### config.mk
export PLATFORM = sky130hd
export DESIGN_NAME = zero_crossing_period_meter_core
export DESIGN_NICKNAME = d
export VERILOG_FILES = /design/src/design/zcpm_pkg.sv /design/src/design/zero_crossing_period_meter_core.sv
export SDC_FILE = /design/constraint.sdc
export NUM_CORES = 1
export LEC_CHECK = 0
export BUFFER_PORTS_ARGS = -buffer_cell sky130_fd_sc_hd__buf_2
export CORE_MARGIN = 2
export CORE_UTILIZATION = 55
export CTS_BUF_LIST = sky130_fd_sc_hd__clkbuf_8
export DETAILED_ROUTE_END_ITERATION = 7
export PLACE_DENSITY = 0.78
export SETUP_SLACK_MARGIN = 0.3
export SLEW_MARGIN = 20
export SYNTH_ARGS = -nofsm -noshare
export SYNTH_HDL_FRONTEND = slang
export SYNTH_SLANG_ARGS = --single-unit
export TNS_END_PERCENT = 50
### constraint.sdc
create_clock -name clk -period 7.6 [get_ports clk]
set_input_delay 0.76 -clock clk [delete_from_list [all_inputs] [get_ports clk]]
set_output_delay 0.76 -clock clk [all_outputs]
set_load 0.005 [all_outputs]
### src/design/zcpm_pkg.sv
// ----------------------------------------------------------------------------
// zcpm_pkg
// Shared widths and the result record of the zero-crossing period meter.
// ----------------------------------------------------------------------------
package zcpm_pkg;

	localparam int SampleW = 16;
	localparam int WordW   = 32;
	localparam int NWords  = 7;
	localparam int DataW   = NWords * WordW;
	localparam int UserW   = 2;

	// Packed with the last member in the lowest bits, so the order below
	// is the reverse of the order on tdata.
	typedef struct packed {
		logic [WordW-1:0] sample_total;
		logic [WordW-1:0] mismatch_total;
		logic [WordW-1:0] edge_total;
		logic [WordW-1:0] period_total;
		logic [WordW-1:0] period_max;
		logic [WordW-1:0] period_min;
		logic [WordW-1:0] period_length;
	} zcpm_words_t;

	typedef struct packed {
		logic period_done;
		logic edge_seen;
	} zcpm_flags_t;

endpackage

### src/design/zero_crossing_period_meter_core.sv
// ----------------------------------------------------------------------------
// zero_crossing_period_meter_core
// Rising zero-crossing detector with period length, min/max and counters.
// ----------------------------------------------------------------------------
//  channel   dir  handshake                      payload
//  s_axis    in   s_axis_tvalid/s_axis_tready    tdata: sample
//  m_axis    out  m_axis_tvalid/m_axis_tready    tdata: 7 statistic words
//                                                tuser: edge_seen, period_done
//  cfg       in   cfg_we                         cfg_wdata: expected_period
//
//  One request per cycle when not stalled; input register, then result register.
//  All statistics are updated when a sample moves from the input register into
//  the result register. A stalled result register holds; the input register
//  still takes one request behind it. Reset clears all statistics at once.
// ----------------------------------------------------------------------------
module zero_crossing_period_meter_core (
	input  logic                          clk,
	input  logic                          arst_n,
	input  logic                          s_axis_tvalid,
	output logic                          s_axis_tready,
	input  logic [zcpm_pkg::SampleW-1:0]  s_axis_tdata,  // [15:0] sample
	output logic                          m_axis_tvalid,
	input  logic                          m_axis_tready,
	// [31:0] period_length, [63:32] period_min, [95:64] period_max,
	// [127:96] period_total, [159:128] edge_total, [191:160] mismatch_total,
	// [223:192] sample_total
	output logic [zcpm_pkg::DataW-1:0]    m_axis_tdata,
	output logic [zcpm_pkg::UserW-1:0]    m_axis_tuser,  // [0] edge_seen, [1] period_done
	input  logic                          cfg_we,
	input  logic [zcpm_pkg::WordW-1:0]    cfg_wdata      // expected_period
);
	import zcpm_pkg::*;

	logic [WordW-1:0]   expected_q;
	logic               valid_s1;
	logic [SampleW-1:0] sample_s1;
	logic               valid_s2;
	zcpm_words_t        words_s2;
	zcpm_flags_t        flags_s2;

	logic [SampleW-1:0] last_sample_q;
	logic               last_valid_q;
	logic [WordW-1:0]   sample_cnt_q;
	logic [WordW-1:0]   last_edge_q;
	logic               edge_valid_q;
	logic [WordW-1:0]   edge_cnt_q;
	logic [WordW-1:0]   period_cnt_q;
	logic [WordW-1:0]   min_q;
	logic [WordW-1:0]   max_q;
	logic [WordW-1:0]   mismatch_q;

	logic               advance;
	logic               last_nonpos;
	logic               cur_pos;
	logic               edge_hit;
	logic               done;
	logic [WordW-1:0]   length;
	logic [WordW-1:0]   min_d;
	logic [WordW-1:0]   max_d;
	logic [WordW-1:0]   mismatch_d;
	logic [WordW-1:0]   period_cnt_d;
	logic [WordW-1:0]   edge_cnt_d;
	logic [WordW-1:0]   sample_cnt_d;

	assign advance       = valid_s1 && (!valid_s2 || m_axis_tready);
	assign s_axis_tready = !valid_s1 || advance;

	assign last_nonpos = last_sample_q[SampleW-1] || (last_sample_q == '0);
	assign cur_pos     = !sample_s1[SampleW-1] && (sample_s1 != '0);
	assign edge_hit    = last_valid_q && last_nonpos && cur_pos;
	assign done        = edge_hit && edge_valid_q;
	assign length      = sample_cnt_q - last_edge_q;

	always_comb begin
		min_d        = min_q;
		max_d        = max_q;
		mismatch_d   = mismatch_q;
		period_cnt_d = period_cnt_q;
		if (done) begin
			if ((period_cnt_q == '0) || (length < min_q)) begin
				min_d = length;
			end
			if (length > max_q) begin
				max_d = length;
			end
			if (length != expected_q) begin
				mismatch_d = mismatch_q + 1'b1;
			end
			period_cnt_d = period_cnt_q + 1'b1;
		end
		edge_cnt_d   = edge_hit ? edge_cnt_q + 1'b1 : edge_cnt_q;
		sample_cnt_d = sample_cnt_q + 1'b1;
	end

	always_ff @(posedge clk or negedge arst_n) begin
		if (!arst_n) begin
			expected_q <= '0;
		end else if (cfg_we) begin
			expected_q <= cfg_wdata;
		end
	end

	always_ff @(posedge clk or negedge arst_n) begin
		if (!arst_n) begin
			valid_s1 <= 1'b0;
		end else if (s_axis_tready) begin
			valid_s1 <= s_axis_tvalid;
		end
	end

	always_ff @(posedge clk) begin
		if (s_axis_tvalid && s_axis_tready) begin
			sample_s1 <= s_axis_tdata;
		end
	end

	always_ff @(posedge clk or negedge arst_n) begin
		if (!arst_n) begin
			valid_s2      <= 1'b0;
			last_sample_q <= '0;
			last_valid_q  <= 1'b0;
			sample_cnt_q  <= '0;
			last_edge_q   <= '0;
			edge_valid_q  <= 1'b0;
			edge_cnt_q    <= '0;
			period_cnt_q  <= '0;
			min_q         <= '0;
			max_q         <= '0;
			mismatch_q    <= '0;
		end else begin
			if (advance) begin
				valid_s2 <= 1'b1;
			end else if (m_axis_tready) begin
				valid_s2 <= 1'b0;
			end
			if (advance) begin
				last_sample_q <= sample_s1;
				last_valid_q  <= 1'b1;
				sample_cnt_q  <= sample_cnt_d;
				if (edge_hit) begin
					last_edge_q  <= sample_cnt_q;
					edge_valid_q <= 1'b1;
				end
				edge_cnt_q   <= edge_cnt_d;
				period_cnt_q <= period_cnt_d;
				min_q        <= min_d;
				max_q        <= max_d;
				mismatch_q   <= mismatch_d;
			end
		end
	end

	always_ff @(posedge clk) begin
		if (advance) begin
			flags_s2.edge_seen      <= edge_hit;
			flags_s2.period_done    <= done;
			words_s2.period_length  <= done ? length : '0;
			words_s2.period_min     <= min_d;
			words_s2.period_max     <= max_d;
			words_s2.period_total   <= period_cnt_d;
			words_s2.edge_total     <= edge_cnt_d;
			words_s2.mismatch_total <= mismatch_d;
			words_s2.sample_total   <= sample_cnt_d;
		end
	end

	assign m_axis_tvalid = valid_s2;
	assign m_axis_tdata  = words_s2;
	assign m_axis_tuser  = flags_s2;

	a_done_has_edge: assert property (@(posedge clk) disable iff (!arst_n)
		valid_s2 |-> (flags_s2.edge_seen || !flags_s2.period_done))
		else $error("period closed without an edge");

	a_length_zero: assert property (@(posedge clk) disable iff (!arst_n)
		(valid_s2 && !flags_s2.period_done) |-> (words_s2.period_length == '0))
		else $error("period length nonzero without a closed period");

	a_min_le_max: assert property (@(posedge clk) disable iff (!arst_n)
		min_q <= max_q)
		else $error("minimum period above maximum");

	a_no_period_before_edge: assert property (@(posedge clk) disable iff (!arst_n)
		!edge_valid_q |-> (period_cnt_q == '0))
		else $error("period counted before the first edge");

	a_sample_count: assert property (@(posedge clk) disable iff (!arst_n)
		advance |=> (sample_cnt_q == $past(sample_cnt_q) + 1'b1))
		else $error("sample counter did not step");

endmodule

==> metrics.txt, run 1 <==
outcome=finished, final reports clean; Post-CTS Setup Repair Bufs=0; post-synthesis compound-gate area fraction=0.05378; Yosys warnings=0; vias in the first global route=17.56k; Setup Skew=0.02356 ns; share of layout cells above drive strength 1=0.2265; Design Area, Final=0.02909 mm^2; Post-Place Cells=3019; largest cells by area after synthesis=edfxtp_1 28%, dfrtp_1 27%, mux2_2 7.0%, xnor2_1 6.4%, ha_1 4.8%; CTS Root Cell=clkbuf_8; TritonCTS clock tree=done; Fillers=3618; # resized after CTS=0; setup violators final=0; Cells after Synth=approximately 2.2k; Slew headroom=0.2585; drt wl/cell=between 15 and 20 um; Synth Area in Simple Gates=0.1299; EDFF count, synth=242; flip-flop and latch count after synthesis=518; CTS H-tree depth=3; setup_tns=0 ns; number of core rows=79; drc violations=0; top_reg_cell synth=dfrtp_1; synth cell count leaders=276 x dfrtp_1, 242 x edfxtp_1, 229 x nand2_1; met2 Use GR=0.4152; WP data required=8.14 ns; Worst VDD drop=0.2199 mV; CP max FO=25; PwrDens=374.0 mW/mm^2; Synth Area in Adders=0.04922; Most Crowded Layer GR=met2; min cycle time layout=5.892 ns; initial cell density of the core=0.5528; reg2reg start=sample_cnt_q[10]$_DFFE_PN0P_; Fin. Hold Viols=0; largest family of logic cells by synthesized area=simple AND/OR/NAND/NOR gates; area added between synthesis and finish=13.76%; grt met1 use=0.3332; Setup crit end kind=register; RSZ-0062 raised after global routing=false; NumNets Final=2651; ys async rst share=0.5328; Synth Net Count=2358; Avg Synthesized Cell Area=roughly 12 um^2; DR vias/cell=5.568; global-route met3 utilization=0.04638; mux contribution to synthesized area=0.07296; worst min-delay path class=input port to async pin; PortBufs=280; most frequent cell after synthesis=dfrtp_1; Leakage Power=between 10 and 15 nW; core area=~0.046 mm^2; largest net degree at the start of global routing=123; Total Routing Usage GR=0.2533; total wire length=60600 um; kind of critical path=register to register; Starting DRT DRC Count=1491; setup slack after layout=1.708 ns; grt total ovfl=0; antenna fix cells=0; reg2reg end=max_q[13]$_DFFE_PN0P_; first-pass GRT wire length=94710 um; Post-Synth XOR/XNOR Area=0.1081; Netlist Area Pre-Place=0.02557 mm^2; max cap viols=0; antenna violation net count after detailed routing=0; post-DP HPWL=43140 um; FF-to-FF setup slack=~1.7 ns; die height=219.6 um; Post-CTS Hold Fix Bufs=0; GP Congestion=approximately 0.9; Worst-Skew Late Latency=0.68 ns; Place WS=1.826 ns; Cell variety after synth=73; cts bufs inserted=84; DRT Pass-1 Iters=6; Ports=281; post-synthesis sequential area ratio=0.5543; CTS sink count=518; fmax=169.7 MHz; Crit path arrival time=6.43 ns; Final Max Tran Viols=0; DIE WIDTH=219.6 um; via count=17.69k; Placement Cell Area=about 0.028 mm^2; Yosys top cell by area=edfxtp_1; Yosys top cell area share=0.2842; Non-Filler Instances=3176; CTS Buffer Depth=3; antenna violations before repair=1; Final Cycle Share=0.7753; critical path startpoint category=register; Worst-Margin Slew=roughly 1.1 ns; Die Footprint=between 0.04 and 0.05 mm^2; Reg clk slew, reported paths=roughly 0.060 ns; R2R cell count=18
[cells in the final DEF (no fill, tap or decap), drive strengths merged, types with 82 or more instances in the layout]
| cell | netlist | routed |
|---|---|---|
| mux2 | 160 | 160 |
| nand3 | 82 | 82 |
| buf | 39 | 300 |
| nand2 | 229 | 229 |
| xor2 | 119 | 119 |
| nor2 | 125 | 125 |
| xnor2 | 187 | 187 |
| ha | 99 | 99 |
| clkbuf | 54 | 92 |
| dfrtp | 276 | 276 |
| inv | 114 | 158 |
| edfxtp | 242 | 242 |
[layout make-up]
type | instances | area, um^2 | area share
inverters | 114 | 435.4 | 0.01497
repair buffers | 300 | 1562 | 0.05368
clock inverters | 65 | 290.3 | 0.009978
clock buffers | 92 | 1266 | 0.04353
flip-flops and latches | 518 | 14170 | 0.4872
well taps | 607 | 759.5 | 0.02611
multi-input cells | 1480 | 10600 | 0.3645
[how the worst max path moves through the flow]
stage	depth (start not counted)	startpoint	to	slack, ns
final	18	sample_cnt_q[10]$_DFFE_PN0P_	max_q[13]$_DFFE_PN0P_	1.71
after global routing	21	sample_cnt_q[0]$_DFFE_PN0P_	max_q[15]$_DFFE_PN0P_	1.26
after CTS	21	sample_cnt_q[0]$_DFFE_PN0P_	max_q[22]$_DFFE_PN0P_	1.80
after detailed placement	21	sample_cnt_q[0]$_DFFE_PN0P_	max_q[13]$_DFFE_PN0P_	1.83
after global placement	18	sample_cnt_q[10]$_DFFE_PN0P_	max_q[10]$_DFFE_PN0P_	1.94
after floorplan	5	m_axis_tready	m_axis_tdata[0]$_SDFFCE_PN0P_	2.58
[cell families after synthesis]
| kind of cell | count (synthesis) |
|---|---|
| AO/OA/AOI/OAI | 217 |
| adder cells (fa/ha/maj) | 100 |
| AND/OR/NAND/NOR | 688 |
| XOR/XNOR | 309 |
| buffers and inverters | 207 |
| flip-flops | 518 |
| multiplexers | 166 |
[sequential cells by signal, summed over array words and instances (netlist names)]
name	cells
m_axis_tdata	224
edge_cnt_q	32
expected_q	32
last_edge_q	32
max_q	32
min_q	32
mismatch_q	32
period_cnt_q	32
sample_cnt_q	32
last_sample_q	16
sample_s1	16
m_axis_tuser	2
edge_valid_q	1
last_valid_q	1
m_axis_tvalid	1
valid_s1	1
[metrics by stage]
step | hold WS [ns] | util | power (mW)
after global placement | 0.4516 | 0.5952 | 8.496
after global routing | 0.1472 | 0.6289 | 11.66
final | 0.1191 | 0.6289 | 10.88
after floorplan | 0.4312 | - | 6.986
after detailed placement | 0.4576 | 0.5952 | 8.670
after CTS | 0.1326 | 0.6289 | 10.94
[power breakdown]
group | switching (mW) | internal, mW
clock | 1.11 | 1.12
sequential | 0.287 | 3.54
combinational | 2.85 | 1.97
total | 4.24 | 6.64
[critical path, stage by stage, from the launching register on]
cell and delay, ns:
dfrtp_1 0.47, ha_1 0.54, nand4_1 0.21, a2111oi_0 0.49, o21ai_1 0.23, nand3b_1 0.26
a21oi_1 0.16, o211a_1 0.27, xnor2_1 0.57, ha_1 0.24, nand4_1 0.11, nor2_1 0.17
nand2_1 0.09, nor3_1 0.28, inv_1 0.09, o41ai_2 0.35, and2_1 0.38, buf_4 0.43
mux2_2 0.38
[layer usage]
metal,up-vias,share of wire
li1,8299,-
met1,8676,0.42
met2,569,0.49
met3,139,0.050
met4,2,0.037
met5,-,0.00021
Note: power is estimated with default switching activity, not from simulation.
==> run 2, diff against run 1 <==
clock period = 5.1 ns   (was 7.6 ns; I/O delays follow)
==> metrics.txt, run 2 (synthesis gave the netlist of run 1 again) <==
failing checks=DRC; setup violators final=0; kind of critical path=register to register; die height=219.6 um; min cycle time layout=4.775 ns; Place WS=-0.01303 ns; DIE WIDTH=219.6 um; first-pass GRT wire length=99210 um; drt wl/cell=roughly 20 um; Setup Skew=0.04204 ns; RSZ-0062 raised after global routing=true; reg2reg start=sample_cnt_q[14]$_DFFE_PN0P_; Placement Cell Area=approximately 0.028 mm^2; Ports=281; via count=roughly 18k; max FFs per register=roughly 220; Worst setup startpoint=sample_cnt_q[14]$_DFFE_PN0P_; antenna violation net count after detailed routing=0; Worst VDD drop=0.3712 mV; Fin. Hold Viols=0; PortBufs=280; core area=around 0.046 mm^2; critical path startpoint category=register; max cap viols=0; vias in the first global route=18.40k; Reg clk slew, reported paths=approximately 0.06 ns; drc violations=10; Worst-Margin Slew=0.9876 ns; Final Cycle Share=0.9363; Die Footprint=between 0.04 and 0.05 mm^2; CP max FO=8; outcome=complete, but fails checks; TritonCTS clock tree=done; GP Congestion=0.8990; DR vias/cell=~5.6; largest net degree at the start of global routing=135; antenna violations before repair=0; CTS Root Cell=clkbuf_8; Starting DRT DRC Count=about 1.6k; fmax=209.4 MHz; CTS H-tree depth=3; worst min-delay path class=input port to register; Worst-Skew Late Latency=0.70 ns; NumNets Final=2773; post-DP HPWL=44620 um; setup_tns=0 ns; R2R cell count=19; total wire length=65280 um; fin util=0.6691; area added between synthesis and finish=21.05%; Final Power=around 19 mW; number of core rows=79; most frequent cells in the layout=279 x buf_2, 275 x dfrtp_1, 242 x edfxtp_1, 227 x nand2_1, 181 x xnor2_1; most common cell after layout, fill and taps aside=buf_2; Leakage Power=14.27 nW; CTS Buffer Depth=3; WP data required=around 5.5 ns; cts bufs inserted=86; PwrDens=approximately 600 mW/mm^2; Crit path arrival time=5.19 ns; Final Max Tran Viols=0; Total Routing Usage GR=0.2642; Design Area, Final=0.03095 mm^2; worst hold path startpoint=cfg_wdata[6]; share of layout cells above drive strength 1=0.2814; Setup crit end kind=register; Fillers=3444; setup slack after layout=0.3249 ns; CTS sink count=518; grt total ovfl=0; hold path depth=2; initial cell density of the core=0.5528; antenna fix cells=0; DRT Pass-1 Iters=8; Slew headroom=0.3416
[run 2: cell count changes in the layout (fill, tap and decap cells not counted), moves of 9 or more]
| cell | previous run | this run |
|---|---|---|
| o21ai_0 | 65 | 56 |
| a21oi_1 | 51 | 42 |
| buf_4 | 20 | 101 |
| dlygate4sd3_1 | 0 | 20 |
| inv_1 | 154 | 140 |
| mux2_4 | 1 | 18 |
| ha_1 | 99 | 88 |
| mux2_2 | 159 | 142 |
[run 2: worst max-delay path, cell delays in order, from the launching register on]
cell       delay [ns]
dfrtp_1          0.39
ha_1             0.40
buf_4            0.21
a21oi_1          0.25
o21ai_1          0.20
a221oi_2         0.40
nand3_2          0.23
buf_4            0.19
xor2_1           0.13
buf_4            0.18
ha_1             0.30
nand4_1          0.11
nor2_1           0.15
nand2_1          0.07
o211ai_1         0.11
a31oi_1          0.06
buf_4            0.18
o21ai_4          0.33
clkbuf_16        0.28
mux2_4           0.30
[run 2: area by class of cell]
cell class	instances	area, um^2	area share
clock buffers	97	1335	0.04313
repair buffers	420	2720	0.08788
flip-flops and latches	518	14170	0.4579
clock inverters	65	474.2	0.01532
multi-input cells	1480	11050	0.3571
well taps	607	759.5	0.02454
inverters	114	435.4	0.01407
[run 2: layer usage]
layer  routed length [um]  global-route usage  vias up
li1                     -                   -     8551
met1                27340              0.3409     9095
met2                32350              0.4428      593
met3                 3227             0.04224      135
met4                 2357              0.1157        0
met5                    0                   0        -
[run 2: what timing repair did]
item	in CTS	in global routing
pin swaps	10	49
gates resized for setup	27	85
buffers inserted	6	27
hold endpoints to repair	87	0
hold buffers	20	0
endpoints found under the setup margin	154	186
gates cloned	1	5
[run 2: report_power, final]
group	leakage (nW)	switching (mW)	internal [mW]
sequential	5.99	0.437	5.28
combinational	7.24	4.91	4.22
clock	1.04	1.74	2.08
total	14.3	7.09	11.6
[run 2: worst paths after layout]
path | endpoint | slack (ns)
min reg2reg | last_sample_q[15]$_DFFE_PN0P_ | 0.47
max reg2reg | m_axis_tdata[62]$_DFFE_PP_ | 0.32
min | expected_q[6]$_DFFE_PN0P_ | 0.06
min in group asynchronous | edge_cnt_q[12]$_DFFE_PN0P_ | 0.38
max in group asynchronous | min_q[5]$_DFFE_PN0P_ | 3.23
max | m_axis_tdata[62]$_DFFE_PP_ | 0.32
[run 2: per-stage QoR]
stage / std cells / hold WS (ns)
after global routing: 3301 / 0.04081
final: 3301 / 0.05999
after detailed placement: 3080 / 0.4625
after floorplan: 2205 / 0.2144
after global placement: 3080 / 0.4499
after CTS: 3269 / 0.0001684
==> run 3, diff against run 2 <==
CAP_MARGIN = 30   (was not set)
PLACE_DENSITY = 0.79   (was 0.78)
==> metrics.txt, run 3 (synthesis gave the netlist of run 1 again) <==
total wire length=63830 um; critical path startpoint category=register; reg2reg end=max_q[2]$_DFFE_PN0P_; antenna violation net count after detailed routing=0; vias in the first global route=about 18k; CP max FO=13; Worst Setup EP=max_q[2]$_DFFE_PN0P_; FF-to-FF setup slack=0.39 ns; Crit path arrival time=between 5 and 6 ns; Die Footprint=0.04823 mm^2; CTS Buffer Depth=3; WP data required=5.65 ns; worst min-delay path class=input port to register; DIE WIDTH=219.6 um; Fillers=approximately 3.5k; drt wl/cell=19.47 um; share of layout cells above drive strength 1=0.2693; core area=0.04626 mm^2; most common cell after layout, fill and taps aside=buf_2; max FFs per register=224; post-DP HPWL=44870 um; via count=18.18k; fin util=0.6584; Reg clk slew, reported paths=0.06 ns; TritonCTS clock tree=done; cell mode on critical path=inv_2; antenna violations before repair=2; die height=219.6 um; drc violations=0; NumNets Final=between 2k and 3k; CP max-delay cell=dfrtp_1; setup_tns=0 ns; setup violators final=0; WP depth=22; R2R cell count=22; largest net degree at the start of global routing=132; Starting DRT DRC Count=about 1.6k; fmax=around 210 MHz; Place WS=roughly 0.080 ns; kind of critical path=register to register; area added between synthesis and finish=19.11%; Total Routing Usage GR=0.2633; Setup crit end kind=register; reg2reg start=sample_cnt_q[0]$_DFFE_PN0P_; cts bufs inserted=85; Worst setup startpoint=sample_cnt_q[0]$_DFFE_PN0P_; PwrDens=584.0 mW/mm^2; Worst VDD drop=about 0.34 mV; outcome=finished, final reports clean; number of core rows=79; GP Congestion=roughly 0.9; DR vias/cell=5.545; PortBufs=280; DRT Pass-1 Iters=5; crit path cell chain=inv_2 > ha_4 > inv_2 > fa_2 > a211oi_4 > buf_4 > o21ai_4 > o21ai_2 > nand3b_1 > a21oi_2 > o211a_1 > xnor2_2 > ha_1 > nand4_1 > nor2_2 > nand2_2 > nor3_2 > inv_1 > o41ai_4 > and2_4 > bufbuf_16 > mux2_2; most frequent cells in the layout=279 x buf_2, 276 x dfrtp_1, 242 x edfxtp_1, 225 x nand2_1, 180 x xnor2_1; initial cell density of the core=0.5528; min cycle time layout=4.713 ns; CTS H-tree depth=3; Final Max Tran Viols=0; Ports=281; Leakage Power=13.99 nW; CTS Root Cell=clkbuf_8; Slew headroom=0.3808; Final Cycle Share=0.9242; max cap viols=0; Worst-Skew Late Latency=0.69 ns; Largest stage delay, worst path=between 0.3 and 0.4 ns; first-pass GRT wire length=98320 um; RSZ-0062 raised after global routing=true; Placement Cell Area=~0.028 mm^2; Crit path max-delay family=compound AO/OA/AOI/OAI gates; Worst-Margin Slew=0.9221 ns; setup slack after layout=0.3866 ns; critical path buffer and inverter count=5; grt total ovfl=0; Design Area, Final=0.03046 mm^2; Fin. Hold Viols=0; CTS sink count=518; Setup Skew=0.02509 ns
==> run 3: cell count changes in the layout (fill, tap and decap cells not counted), sizes merged, moves of 2 or more <==
cell | before | now
buf | 396 | 378
bufinv | 6 | 1
clkbuf | 101 | 94
diode | 0 | 2
dlygate4sd3 | 20 | 18
inv | 150 | 157
==> run 3: worst reg2reg max path: stages, from the launching register on <==
cell       delay (ns)
dfrtp_1          0.39
inv_2            0.08
ha_4             0.13
inv_2            0.04
fa_2             0.38
a211oi_4         0.29
buf_4            0.17
o21ai_4          0.05
o21ai_2          0.15
nand3b_1         0.18
a21oi_2          0.23
o211a_1          0.22
xnor2_2          0.10
ha_1             0.32
nand4_1          0.14
nor2_2           0.17
nand2_2          0.08
nor3_2           0.22
inv_1            0.09
o41ai_4          0.26
and2_4           0.25
bufbuf_16        0.30
mux2_2           0.34
==> run 3: area by class of cell <==
class / instances / area [um^2] / share of cell area
sequential: 518 / 14170 / 0.4653
multi-input combinational: 1480 / 10970 / 0.3603
timing repair buffer: 398 / 2491 / 0.08179
clock buffer: 93 / 1280 / 0.04202
tap: 607 / 759.5 / 0.02494
inverter: 114 / 435.4 / 0.01430
clock inverter: 67 / 340.3 / 0.01117
antenna: 2 / 5.005 / 0.0001643
==> run 3: repair_timing <==
action	4_1_cts	5_1_grt
hold buffers	18	0
hold endpoints to repair	100	0
pin swaps	7	23
gates cloned	1	1
setup buffers	3	17
setup endpoints to repair	142	189
resized for setup	13	69
==> run 3: where the power goes <==
| part | internal [mW] | leakage (nW) | switching [mW] | total (mW) |
|---|---|---|---|---|
| Clock | 1.75 | 0.967 | 1.68 | 3.43 |
| Combinational | 3.92 | 7.03 | 4.73 | 8.64 |
| Sequential | 5.28 | 5.99 | 0.433 | 5.72 |
| Total | 10.9 | 14.0 | 6.84 | 17.8 |
==> run 3: layer usage <==
layer | track usage | up-vias | share of wire
met5 | 0 | - | 0
met1 | 0.3389 | 8942 | 0.42
met2 | 0.4333 | 559 | 0.49
li1 | - | 8536 | -
met3 | 0.05342 | 145 | 0.057
met4 | 0.1163 | 0 | 0.038
==> run 3: stage by stage <==
step / power [mW] / instances / hold WS (ns)
global route: 18.94 / 3278 / 0.02909
floorplan: 10.41 / 2205 / 0.2144
CTS: 17.13 / 3259 / 0.01219
detailed placement: 13.50 / 3077 / 0.4558
global placement: 13.23 / 3076 / 0.4536
finish: 17.79 / 3279 / 0.06384
==> run 3: worst min path at each step <==
stage                                         from  cells after the start                          to
after floorplan                             arst_n                      0   edge_cnt_q[0]$_DFFE_PN0P_
after detailed placement  edge_valid_q$_DFFE_PN0P_                      1    edge_valid_q$_DFFE_PN0P_
after global placement    edge_valid_q$_DFFE_PN0P_                      1    edge_valid_q$_DFFE_PN0P_
final                                cfg_wdata[30]                      2  expected_q[30]$_DFFE_PN0P_
after global routing                 cfg_wdata[30]                      2  expected_q[30]$_DFFE_PN0P_
after CTS                            cfg_wdata[30]                      2  expected_q[30]$_DFFE_PN0P_
